## config.mk

```make
export PLATFORM = sky130hd
export DESIGN_NAME = sbie_divider
export DESIGN_NICKNAME = d
export VERILOG_FILES = /design/src/rtl/sbie_pkg.sv /design/src/rtl/sbie_divider.sv
export SDC_FILE = /design/constraint.sdc
export NUM_CORES = 1
export LEC_CHECK = 0
export ABC_AREA = 1
export BUFFER_PORTS_ARGS = -buffer_cell sky130_fd_sc_hd__clkbuf_2
export CAP_MARGIN = 30
export CORE_ASPECT_RATIO = 1.25
export CORE_UTILIZATION = 60
export DETAILED_ROUTE_END_ITERATION = 7
export PLACE_DENSITY = 0.82
export SLEW_MARGIN = 40
export SYNTH_ARGS = -nofsm -noshare
export SYNTH_HDL_FRONTEND = slang
export SYNTH_SLANG_ARGS = --single-unit
export TNS_END_PERCENT = 20
```

## constraint.sdc

```tcl
create_clock -name clock -period 3.1 [get_ports clock]
set_clock_uncertainty 0.1 [all_clocks]
set_input_delay 0.155 -clock clock [delete_from_list [all_inputs] [get_ports clock]]
set_output_delay 0.155 -clock clock [all_outputs]
set_load 0.05 [all_outputs]
```

## src/rtl/sbie_pkg.sv

```systemverilog
// Shared constants, types and a helper function of the bytecode executor.
package sbie_pkg;

   localparam int STACK_DEPTH_DEF  = 16;
   localparam int LOCALS_DEPTH_DEF = 256;
   localparam int PC_BITS_DEF      = 16;
   localparam int WORD_W           = 32;
   localparam int PC_OUT_W         = 16;
   localparam int LIMIT_W          = 5;
   localparam logic [LIMIT_W-1:0] LIMIT_RESET = 5'd16;

   localparam logic [2:0] ST_OK      = 3'd0;
   localparam logic [2:0] ST_UNDER   = 3'd1;
   localparam logic [2:0] ST_OVER    = 3'd2;
   localparam logic [2:0] ST_DIVZ    = 3'd3;
   localparam logic [2:0] ST_UNKNOWN = 3'd4;
   localparam logic [2:0] ST_INVOKE  = 3'd5;

   localparam logic [7:0] OP_ICONST_FIRST  = 8'h02;
   localparam logic [7:0] OP_ICONST_LAST   = 8'h08;
   localparam logic [7:0] OP_CONST_BASE    = 8'h03;
   localparam logic [7:0] OP_BIPUSH        = 8'h10;
   localparam logic [7:0] OP_SIPUSH        = 8'h11;
   localparam logic [7:0] OP_LDC           = 8'h12;
   localparam logic [7:0] OP_ILOAD         = 8'h15;
   localparam logic [7:0] OP_LOAD_BASE     = 8'h1a;
   localparam logic [7:0] OP_ISTORE        = 8'h36;
   localparam logic [7:0] OP_STORE_BASE    = 8'h3b;
   localparam logic [7:0] OP_ARITH_BASE    = 8'h60;
   localparam logic [7:0] OP_ARITH_LAST    = 8'h70;
   localparam logic [7:0] OP_INEG          = 8'h74;
   localparam logic [7:0] OP_IINC          = 8'h84;
   localparam logic [7:0] OP_IFZ_BASE      = 8'h99;
   localparam logic [7:0] OP_IFCMP_BASE    = 8'h9f;
   localparam logic [7:0] OP_GOTO          = 8'ha7;
   localparam logic [7:0] OP_IRETURN       = 8'hac;
   localparam logic [7:0] OP_RETURN        = 8'hb1;
   localparam logic [7:0] OP_GETSTATIC     = 8'hb2;
   localparam logic [7:0] OP_INVOKEVIRTUAL = 8'hb6;
   localparam logic [7:0] OP_INVOKESTATIC  = 8'hb8;

   localparam logic [2:0] AR_ADD = 3'd0;
   localparam logic [2:0] AR_SUB = 3'd1;
   localparam logic [2:0] AR_MUL = 3'd2;
   localparam logic [2:0] AR_DIV = 3'd3;
   localparam logic [2:0] AR_REM = 3'd4;

   localparam logic [2:0] CMP_EQ = 3'd0;
   localparam logic [2:0] CMP_NE = 3'd1;
   localparam logic [2:0] CMP_LT = 3'd2;
   localparam logic [2:0] CMP_GE = 3'd3;
   localparam logic [2:0] CMP_GT = 3'd4;

   typedef struct packed {
      logic [PC_OUT_W-1:0] next_pc;
      logic                finished;
      logic                return_valid;
      logic                print_valid;
      logic [WORD_W-1:0]   result_value;
      logic [2:0]          status;
   } sbie_result_type;

   typedef struct packed {
      logic              start;
      logic [WORD_W-1:0] dividend;
      logic [WORD_W-1:0] divisor;
   } sbie_div_req_type;

   typedef struct packed {
      logic              done;
      logic [WORD_W-1:0] quotient;
      logic [WORD_W-1:0] remainder;
   } sbie_div_rsp_type;

   function automatic logic cmp_sel(input logic [2:0] sel, input logic [WORD_W-1:0] a,
                                    input logic [WORD_W-1:0] b);
      logic lt;
      logic eq;
      lt = $signed(a) < $signed(b);
      eq = a == b;
      unique case (sel)
         CMP_EQ:  cmp_sel = eq;
         CMP_NE:  cmp_sel = !eq;
         CMP_LT:  cmp_sel = lt;
         CMP_GE:  cmp_sel = !lt;
         CMP_GT:  cmp_sel = !lt && !eq;
         default: cmp_sel = lt || eq;
      endcase
   endfunction

endpackage

```

## src/rtl/sbie_divider.sv

```systemverilog
// Radix-2 restoring signed divider giving the truncated quotient and remainder.
module sbie_divider (
   input  logic                       clock,
   input  logic                       reset,
   input  sbie_pkg::sbie_div_req_type div_req,
   output sbie_pkg::sbie_div_rsp_type div_rsp
);
   import sbie_pkg::*;

   localparam int CNT_W = $clog2(WORD_W) + 1;

   logic              busy_ff, busy_in;
   logic              done_ff, done_in;
   logic [CNT_W-1:0]  cnt_ff, cnt_in;
   logic [WORD_W-1:0] quo_ff, quo_in;
   logic [WORD_W-1:0] rem_ff, rem_in;
   logic [WORD_W-1:0] div_ff, div_in;
   logic              qneg_ff, qneg_in;
   logic              rneg_ff, rneg_in;
   logic [WORD_W:0]   trial;

   always_comb begin
      busy_in = busy_ff;
      done_in = 1'b0;
      cnt_in  = cnt_ff;
      quo_in  = quo_ff;
      rem_in  = rem_ff;
      div_in  = div_ff;
      qneg_in = qneg_ff;
      rneg_in = rneg_ff;
      trial   = {rem_ff, quo_ff[WORD_W-1]} - {1'b0, div_ff};
      if (div_req.start) begin
         busy_in = 1'b1;
         cnt_in  = '0;
         rem_in  = '0;
         quo_in  = div_req.dividend[WORD_W-1] ? -div_req.dividend : div_req.dividend;
         div_in  = div_req.divisor[WORD_W-1] ? -div_req.divisor : div_req.divisor;
         qneg_in = div_req.dividend[WORD_W-1] ^ div_req.divisor[WORD_W-1];
         rneg_in = div_req.dividend[WORD_W-1];
      end else if (busy_ff) begin
         if (!trial[WORD_W]) begin
            rem_in = trial[WORD_W-1:0];
            quo_in = {quo_ff[WORD_W-2:0], 1'b1};
         end else begin
            rem_in = {rem_ff[WORD_W-2:0], quo_ff[WORD_W-1]};
            quo_in = {quo_ff[WORD_W-2:0], 1'b0};
         end
         cnt_in = cnt_ff + CNT_W'(1);
         if (cnt_ff == CNT_W'(WORD_W - 1)) begin
            busy_in = 1'b0;
            done_in = 1'b1;
         end
      end
   end

   always_ff @(posedge clock) begin
      if (reset) begin
         busy_ff <= 1'b0;
         done_ff <= 1'b0;
      end else begin
         busy_ff <= busy_in;
         done_ff <= done_in;
      end
      cnt_ff  <= cnt_in;
      quo_ff  <= quo_in;
      rem_ff  <= rem_in;
      div_ff  <= div_in;
      qneg_ff <= qneg_in;
      rneg_ff <= rneg_in;
   end

   assign div_rsp.done      = done_ff;
   assign div_rsp.quotient  = qneg_ff ? -quo_ff : quo_ff;
   assign div_rsp.remainder = rneg_ff ? -rem_ff : rem_ff;

   property p_done_after_busy;
      @(posedge clock) disable iff (reset) done_ff |-> $past(busy_ff);
   endproperty
   a_done_after_busy: assert property (p_done_after_busy)
      else $error("divider done without a running division");

   property p_no_start_while_busy;
      @(posedge clock) disable iff (reset) busy_ff |-> !div_req.start;
   endproperty
   a_no_start_while_busy: assert property (p_no_start_while_busy)
      else $error("divider restarted while busy");

   property p_busy_not_done;
      @(posedge clock) disable iff (reset) done_ff |-> !busy_ff;
   endproperty
   a_busy_not_done: assert property (p_busy_not_done)
      else $error("divider done and busy together");

endmodule

```

==> impl_metrics.env, run 1 <==
export IMPL_required_ns=2.84
export IMPL_rsz0062_at_grt="true"
export IMPL_yosys_warnings=0
export IMPL_run_status="completed"
export IMPL_ant_nets=0
export IMPL_cts_num_sinks=106
export IMPL_cp_slowest_cell="dfxtp_1"
export IMPL_setup_viol=0
export IMPL_utilization_pct=68.7
export IMPL_syn_inst=1599
export IMPL_antenna_found_initial=0
export IMPL_wire_per_inst_um=14.4
export IMPL_critical_path_buf_inv_count=2
export IMPL_setup_tns_ns=0
export IMPL_regToRegStartpoint="quo_ff[31]$_DFFE_PP_"
export IMPL_async_flop_share_pct=0
export IMPL_drt_iter0_drc=717
export IMPL_pin_count=132
export IMPL_netlist_area_leader_share_pct=19.8
export IMPL_crit_cells=11
export IMPL_grt_use_total_pct=33.0
export IMPL_timing_fmax_ghz=0.338
export IMPL_total_power_mw=4.23
export IMPL_crit_fanout=4
export IMPL_slew_headroom_pct=57.4
export IMPL_leakage_nw=6.15
export IMPL_cts_max_level=3
export IMPL_mostFrequentLayoutCells="nand2_1 (524), inv_1 (277), nor2_1 (142)"
export IMPL_ys_ff_latch=106
export IMPL_endpoint_kind="output port"
export IMPL_routed_via_density=5.34
export IMPL_post_cts_buffers=0
export IMPL_grt_pass1_wl_um=45600
export IMPL_netlist_top_cell_by_area="edfxtp_1"
export IMPL_clk_pin_slew_ns=0.08
export IMPL_slew_violations=0
export IMPL_hold_viol_final=0
export IMPL_core_area_mm2=0.0163
export IMPL_layout_commonest_cell="nand2_1"
export IMPL_n_antenna_cell=0
export IMPL_syn_cell_area_mm2=0.0100
export IMPL_vias=10400
export IMPL_clkLatencyLatePin_ns=0.36
export IMPL_synthTopCellsByArea="edfxtp_1 (20%), nand2_1 (20%), inv_1 (10%)"
export IMPL_clockRootBuffer="clkbuf_16"
export IMPL_criticalPathCategory="reg2out"
export IMPL_worstSetupEndpoint="div_rsp[26]"
export IMPL_synth_edf_count=66
export IMPL_ys_flop_type="edfxtp_1"
export IMPL_critPathLaunchType="flop"
export IMPL_fin_crit_sh_pct=95.5
export IMPL_dr_pass1_iters=5
export IMPL_wl_um=28000
export IMPL_max_stage_delay_ns=0.34
export IMPL_hold_class="in2reg"
export IMPL_grt_max_degree=62
export IMPL_critPathArrivalTime_ns=2.71
export IMPL_die_x_um=118
export IMPL_route_detailed_drc=0
export IMPL_fillerInstances=1514
export IMPL_fp_dieH_um=146
export IMPL_tightest_slew_ns=0.637
export IMPL_syn_mean_instance_area_um2=6.26
export IMPL_hpwl_um=22600
export IMPL_place_congestion=0.949
export IMPL_period_minus_slack_ns=2.96
export IMPL_crit_family="simple AND/OR/NAND/NOR gates"
export IMPL_cts_buffer_depth=2
export IMPL_power_density_mw_per_mm2=378
export IMPL_cts_buffers=9
export IMPL_grt_pass1_vias=9793
export IMPL_finalInstanceArea_mm2=0.0112
export IMPL_rrSetupSlack_ns=0.27
export IMPL_grt_ovfl_total=0
export IMPL_synth_seq_area_share_pct=27.8
export IMPL_crit_top_cell="nor2_1"
export IMPL_port_buffers=131
export IMPL_placed_area_mm2=0.0108
export IMPL_synth_fp_nets=1704
export IMPL_cts_tree="done"
export IMPL_synth_cell_type_count=41
export IMPL_peakVddDrop_uv=316
export IMPL_fin_nets=1824
export IMPL_cp_startpoint="rem_ff[0]$_SDFFE_PP0P_"
export IMPL_reg2regPathDepth=17
export IMPL_timing_critical_path_cells="inv_1, ha_1, nand3_1, nor2_1, nand2_1, nor2_2, a21oi_1, nor2_1, o21ai_0, xor2_1, clkbuf_2"
export IMPL_areaGrowthSynthToFinish_pct=11.8
export IMPL_fp_row_count=52
export IMPL_drive_above_1_share_pct=11.1
export IMPL_cap_viol_max_count=0
export IMPL_design_die_area_mm2=0.0172
export IMPL_worstReg2RegEnd="rem_ff[20]$_SDFFE_PP0P_"
export IMPL_start_util_pct=61.5
-- worst min-delay path by stage --
stage          startpoint             endpoint  slack [ns]  cells past startpoint
3_5_place_dp        reset   done_ff$_SDFF_PP0_        0.24                      2
4_1_cts        div_req[4]  div_ff[4]$_DFFE_PP_        0.01                      2
2_1_floorplan       reset   done_ff$_SDFF_PP0_        0.13                      1
6_report       div_req[4]  div_ff[4]$_DFFE_PP_        0.02                      2
5_1_grt        div_req[4]  div_ff[4]$_DFFE_PP_       0.006                      2
3_3_place_gp        reset   done_ff$_SDFF_PP0_        0.24                      2
-- synth_stat cells, drive strengths merged, types with 4 or more instances --
cell type	instances
nand2	532
nor3	36
nand3	119
o21ai	71
nand4	33
and3	5
a21oi	34
clkbuf	21
or2	8
nor2	148
edfxtp	66
buf	13
xnor2	24
nand3b	4
xor2	92
nor4	7
inv	281
a31oi	7
and2	9
ha	37
dfxtp	40
-- per-stage QoR --
stage | instances | hold WS [ns] | worst slack (ns)
after floorplan | 1599 | 0.134 | 0.505
after global placement | 1922 | 0.238 | 0.418
after detailed placement | 1922 | 0.240 | 0.333
after CTS | 1940 | 0.0108 | 0.00205
after global routing | 1940 | 0.00644 | -0.00771
final | 1940 | 0.0181 | 0.138
-- where the power goes --
| part | total, mW | switching [mW] | leakage [nW] | internal [mW] |
|---|---|---|---|---|
| registers | 1.70 | 0.0765 | 0.983 | 1.62 |
| clock network | 1.14 | 0.577 | 0.143 | 0.566 |
| logic | 1.38 | 1.01 | 5.02 | 0.370 |
-- sequential cells by signal, indices dropped and copies added, names as in the netlist --
name	flops
done_ff	1
busy_ff	1
div_ff	32
rem_ff	32
rneg_ff	1
qneg_ff	1
cnt_ff	6
quo_ff	32
-- metal layers --
layer | global-route usage, % | vias to the layer above | share of wire (%)
met3 | 5.47 | 53 | 6.5
met2 | 60.8 | 396 | 51
met5 | 0 | - | 0
li1 | - | 5244 | -
met1 | 37.3 | 4664 | 39
met4 | 14.4 | 0 | 3.3
-- cell type report --
type,instances,area (um2),area share [%]
tap,216,270,2.42
multi-input combinational,1176,6010,53.7
clock inverter,7,66.3,0.593
clock buffer,9,225,2.01
inverter,283,1060,9.50
sequential,106,2780,24.9
timing repair buffer,143,768,6.87
-- what timing repair did --
item,in CTS,in global routing
hold buffers,2,0
resized for setup,0,10
setup endpoints to repair,0,12
hold endpoints to repair,3,0
-- kinds of logic (layout without fill, tap and decap cells) --
| logic type | after synthesis | in the layout | synth area share (%) |
|---|---|---|---|
| simple gates | 901 | 901 | 38.4 |
| buf+inv | 317 | 442 | 12.4 |
| compound gates | 121 | 121 | 6.45 |
| fa+ha+maj | 38 | 38 | 4.83 |
| xor+xnor | 116 | 116 | 10.2 |
| flops | 106 | 106 | 27.8 |
(Power assumes the default switching activity.)
==> run 2: changes to the inputs <==
CORE_UTILIZATION = 53   (was 60)
PLACE_DENSITY = 0.86   (was 0.82)
==> impl_metrics.env, run 2 (synthesized netlist as in run 1, its figures left out) <==
export IMPL_power_density_mw_per_mm2=377
export IMPL_cts_tree="done"
export IMPL_cts_num_sinks=106
export IMPL_power_share_clock_pct=27.2
export IMPL_grt_pass1_wl_um=47400
export IMPL_die_x_um=125
export IMPL_regToRegStartpoint="quo_ff[31]$_DFFE_PP_"
export IMPL_cts_buffers=9
export IMPL_timing_critical_path_cells="inv_1, ha_1, nand3_1, nor2_1, nand2_1, nor2_2, nand4_1, o21ai_2, nand2_1, xor2_1, clkbuf_2"
export IMPL_peakVddDrop_uv=331
export IMPL_areaGrowthSynthToFinish_pct=12.1
export IMPL_clk_pin_slew_ns=0.09
export IMPL_grt_use_total_pct=30.2
export IMPL_pwr_share_comb_pct=32.8
export IMPL_leakage_nw=6.16
export IMPL_design_die_area_mm2=0.0194
export IMPL_route_detailed_drc=3
export IMPL_p_int_mw=2.56
export IMPL_critPathLaunchType="flop"
export IMPL_criticalPathCategory="reg2out"
export IMPL_switching_share_pct=39.6
export IMPL_hold_class="in2reg"
export IMPL_fp_row_count=55
export IMPL_critPathArrivalTime_ns=2.70
export IMPL_grt_ovfl_total=0
export IMPL_max_stage_delay_ns=0.35
export IMPL_required_ns=2.84
export IMPL_failed_checks="design-rule violations"
export IMPL_ant_nets=0
export IMPL_cp_startpoint="rem_ff[0]$_SDFFE_PP0P_"
export IMPL_hold_path_startpoint="div_req[23]"
export IMPL_period_minus_slack_ns=2.96
export IMPL_place_congestion=0.990
export IMPL_cp_slowest_cell="dfxtp_1"
export IMPL_total_power_mw=4.23
export IMPL_crit_top_cell="nand2_1"
export IMPL_seqPwrFrac_pct=40.0
export IMPL_crit_family="simple AND/OR/NAND/NOR gates"
export IMPL_fin_nets=1828
export IMPL_mostFrequentLayoutCells="nand2_1 (524), inv_1 (277), nor2_1 (141)"
export IMPL_multi_input_area_mm2=0.00601
export IMPL_slew_violations=0
export IMPL_hpwl_um=22800
export IMPL_post_cts_buffers=0
export IMPL_grt_pass1_vias=10400
export IMPL_cts_buffer_depth=2
export IMPL_pin_count=132
export IMPL_drive_above_1_share_pct=11.4
export IMPL_power_switching_mw=1.68
export IMPL_seq_area_mm2=0.00278
export IMPL_cts_max_level=3
export IMPL_layout_commonest_cell="nand2_1"
export IMPL_drt_iter0_drc=721
export IMPL_n_antenna_cell=0
export IMPL_wire_per_inst_um=14.7
export IMPL_port_buffers=131
export IMPL_reg_top3="div_ff x32, quo_ff x32, rem_ff x32"
export IMPL_fp_dieH_um=156
export IMPL_endpoint_kind="output port"
export IMPL_start_util_pct=54.7
export IMPL_timing_fmax_ghz=0.338
export IMPL_wl_um=28700
export IMPL_fin_crit_sh_pct=95.4
export IMPL_clkLatencyLatePin_ns=0.36
export IMPL_tightest_slew_ns=0.658
export IMPL_crit_fanout=4
export IMPL_core_area_mm2=0.0183
export IMPL_slew_headroom_pct=55.8
export IMPL_setup_viol=0
export IMPL_rsz0062_at_grt="true"
export IMPL_clockRootBuffer="clkbuf_16"
export IMPL_fillerInstances=1678
export IMPL_run_status="complete, but fails checks"
export IMPL_hold_viol_final=0
export IMPL_holdWs_ns=0.0182
export IMPL_critical_path_buf_inv_count=2
export IMPL_antenna_found_initial=0
export IMPL_vias=10600
export IMPL_dr_pass1_iters=8
export IMPL_grt_max_degree=45
export IMPL_routed_via_density=5.42
export IMPL_cap_viol_max_count=0
-- run 2: cell types whose count changed in the layout (fill, tap and decap cells not counted) --
cell	change
clkinv_4	+2
nor2_1	-1
buf_12	-1
buf_4	+4
clkbuf_1	+1
o21ai_2	+1
nor2_2	+1
o21ai_1	-1
clkbuf_4	+1
clkbuf_2	-1
clkinv_1	-1
inv_6	-2
buf_2	+1
-- run 2: path summary, 6_finish.rpt --
| path | endpoint | slack, ns | cells after the start |
|---|---|---|---|
| setup / recovery | div_rsp[28] | 0.14 | 11 |
| setup reg to reg | quo_ff[0]$_DFFE_PP_ | 0.27 | 15 |
| hold / removal | div_ff[23]$_DFFE_PP_ | 0.02 | 3 |
| hold reg to reg | rem_ff[27]$_SDFFE_PP0P_ | 0.39 | 2 |
-- run 2: cell type report --
| type | instances | share of cell area, % |
|---|---|---|
| Tap cell | 228 | 2.54 |
| Clock inverter | 6 | 0.558 |
| Inverter | 283 | 9.47 |
| Clock buffer | 10 | 2.04 |
| Sequential cell | 106 | 24.8 |
| Timing Repair Buffer | 147 | 7.00 |
| Multi-Input combinational cell | 1176 | 53.6 |
-- run 2: power by group through the flow --
stage | Clock, mW | Combinational [mW] | Sequential [mW]
global placement | 0 | 1.34 | 1.72
detailed placement | 0 | 1.36 | 1.72
global route | 1.21 | 1.50 | 1.70
floorplan | 0 | 1.00 | 1.70
finish | 1.15 | 1.39 | 1.69
CTS | 1.16 | 1.37 | 1.69
-- run 2: through the flow --
| stage | utilization, % | instances | TNS (ns) | setup slack (ns) | instance area, um2 |
|---|---|---|---|---|---|
| floorplan | - | 1599 | 0 | 0.505 | 10000 |
| global placement | 59.4 | 1938 | 0 | 0.408 | 10900 |
| detailed placement | 59.4 | 1938 | 0 | 0.330 | 10900 |
| CTS | 61.1 | 1956 | 0 | 0.0170 | 11200 |
| global route | 61.3 | 1956 | -0.0524 | -0.0153 | 11200 |
| finish | 61.3 | 1956 | 0 | 0.141 | 11200 |
-- run 2: tightest hold or removal path, cell delays in order --
cell,delay (ns)
clkbuf_2,0.11
nand2_1,0.05
nand2_1,0.04
-- run 2: repair_timing --
item / CTS / global route
resized for setup: 1 / 13
pin swaps: 0 / 1
hold endpoints to repair: 3 / 0
hold buffers: 2 / 0
endpoints found under the setup margin: 1 / 17
-- run 2: layer usage --
metal  GRT usage (%)  routed length (um)
met4            19.1                1590
met1            31.6               10700
met5               0                   0
met2            56.3               14400
met3            4.94                1980
==> run 3: changes to the inputs <==
CTS_BUF_LIST = sky130_fd_sc_hd__clkbuf_2 sky130_fd_sc_hd__clkbuf_4 sky130_fd_sc_hd__clkbuf_8   (was default)
==> impl_metrics.env, run 3 (synthesized netlist as in run 1, its figures left out) <==
export IMPL_run_status="completed"
export IMPL_dr_wl_met3_um=2000
export IMPL_pwr_share_comb_pct=35.4
export IMPL_start_util_pct=54.7
export IMPL_fin_crit_sh_pct=95.2
export IMPL_cts_tree="done"
export IMPL_setup_viol=0
export IMPL_setup_tns_ns=0
export IMPL_finalWorstSetupSlack_ns=0.147
export IMPL_cts_buffer_depth=2
export IMPL_timing_fmax_ghz=0.339
export IMPL_power_share_clock_pct=22.2
export IMPL_period_minus_slack_ns=2.95
export IMPL_leakage_nw=6.19
export IMPL_power_density_mw_per_mm2=354
export IMPL_criticalPathCategory="reg2out"
export IMPL_grt_pass1_wl_um=47600
export IMPL_critPathLaunchType="flop"
export IMPL_place_inst=1938
export IMPL_peakVddDrop_uv=303
export IMPL_utilization_pct=61.7
export IMPL_cp_slowest_cell="edfxtp_1"
export IMPL_clk_pin_slew_ns=0.12
export IMPL_mostFrequentLayoutCells="nand2_1 (524), inv_1 (277), nor2_1 (140)"
export IMPL_antenna_found_initial=0
export IMPL_power_switching_mw=1.67
export IMPL_routed_wl_met2_um=14600
export IMPL_die_x_um=125
export IMPL_hpwl_um=22800
export IMPL_dr_pass1_iters=5
export IMPL_top_layer="met4"
export IMPL_drt_iter0_drc=815
export IMPL_hold_viol_final=0
export IMPL_cts_num_sinks=106
export IMPL_reg_top3="div_ff x32, quo_ff x32, rem_ff x32"
export IMPL_placed_area_mm2=0.0109
export IMPL_fin_nets=1842
export IMPL_port_buffers=131
export IMPL_crit_fanout=4
export IMPL_crit_family="simple AND/OR/NAND/NOR gates"
export IMPL_finalInstanceArea_mm2=0.0113
export IMPL_seqPwrFrac_pct=42.4
export IMPL_clockRootBuffer="clkbuf_8"
export IMPL_cts_buffers=9
export IMPL_n_antenna_cell=0
export IMPL_tightest_slew_ns=0.678
export IMPL_total_power_mw=4.00
export IMPL_hold_class="in2reg"
export IMPL_routed_via_density=5.44
export IMPL_wl_met1_um=10700
export IMPL_critical_path_buf_inv_count=4
export IMPL_cap_viol_max_count=0
export IMPL_pin_count=132
export IMPL_design_die_area_mm2=0.0194
export IMPL_route_detailed_drc=0
export IMPL_layout_commonest_cell="nand2_1"
export IMPL_slew_headroom_pct=54.5
export IMPL_grt_use_total_pct=30.3
export IMPL_grt_pass1_vias=10500
export IMPL_fillerInstances=1664
export IMPL_max_stage_delay_ns=0.48
export IMPL_required_ns=2.84
export IMPL_clkLatencyLatePin_ns=0.40
export IMPL_rrSetupSlack_ns=0.26
export IMPL_timing_critical_path_cells="nor3_2, nand4_1, inv_1, nand3_1, nor2_2, nand2_1, o21ai_0, buf_4, xor2_1, buf_4, clkbuf_2"
export IMPL_place_congestion=0.990
export IMPL_grt_ovfl_total=0
export IMPL_holdWs_ns=0.0181
export IMPL_vias=10700
export IMPL_ant_nets=0
export IMPL_cts_max_level=3
export IMPL_p_int_mw=2.33
export IMPL_core_area_mm2=0.0183
export IMPL_fp_dieH_um=156
export IMPL_drive_above_1_share_pct=11.6
export IMPL_grt_max_degree=45
export IMPL_wire_per_inst_um=14.7
export IMPL_pre_cts_slack_ns=0.330
export IMPL_critPathArrivalTime_ns=2.70
export IMPL_switching_share_pct=41.7
export IMPL_areaGrowthSynthToFinish_pct=12.9
export IMPL_crit_top_cell="buf_4"
export IMPL_instances_no_fill=1970
export IMPL_fp_row_count=55
export IMPL_slew_violations=0
export IMPL_wl_um=29000
export IMPL_endpoint_kind="output port"
==> run 3: cell types whose count changed in the layout (fill, tap and decap cells not counted), sizes merged <==
cell,change
buf,+3
clkbuf,-1
dlygate4sd3,+12
==> run 3: worst paths after layout <==
check | startpoint | endpoint | cells after the start
worst max-delay path | quo_ff[0]$_DFFE_PP_ | div_rsp[63] | 11
worst min-delay path | div_req[24] | div_ff[24]$_DFFE_PP_ | 2
worst max register to register | quo_ff[31]$_DFFE_PP_ | quo_ff[0]$_DFFE_PP_ | 15
worst min register to register | rem_ff[2]$_SDFFE_PP0P_ | rem_ff[2]$_SDFFE_PP0P_ | 2
==> run 3: power groups by stage <==
stage | combinational, mW | clock, mW | sequential [mW]
2_1_floorplan | 1.00 | 0 | 1.70
3_3_place_gp | 1.34 | 0 | 1.72
3_5_place_dp | 1.36 | 0 | 1.72
4_1_cts | 1.38 | 0.882 | 1.69
5_1_grt | 1.53 | 0.939 | 1.71
6_report | 1.42 | 0.890 | 1.70
==> run 3: cell type report <==
class                      instances  area, um2  share of cell area, %
inverter                         283       1060                   9.40
clock buffer                      10        131                   1.16
multi-input combinational       1176       6030                   53.4
timing repair buffer             161        943                   8.35
clock inverter                     6       62.6                  0.554
tap                              228        285                   2.52
sequential                       106       2780                   24.6
==> run 3: repair_timing <==
action	CTS	global route
buffers inserted	0	2
resized for setup	2	25
pin swaps	0	2
endpoints found under the setup margin	3	22
hold buffers	14	0
endpoints found under the hold margin	15	0
==> run 3: routing by layer <==
metal	GRT usage, %	vias to the layer above
li1	-	5287
met1	31.9	4858
met2	55.8	452
met3	4.77	120
met4	20.9	0
met5	0	-
==> run 3: worst register-to-register path: stages (launching register included) <==
cell and delay (ns):
edfxtp_1 0.35, inv_1 0.07, ha_1 0.23, fa_1 0.41, inv_1 0.11, nand2_1 0.08, nand2_1 0.11, nand3_1 0.07
nand2_1 0.15, nand2_1 0.09, nand2_2 0.12, nand2_4 0.09, nand2_4 0.08, nand2_2 0.06, nand2_4 0.31, o21ai_0 0.17
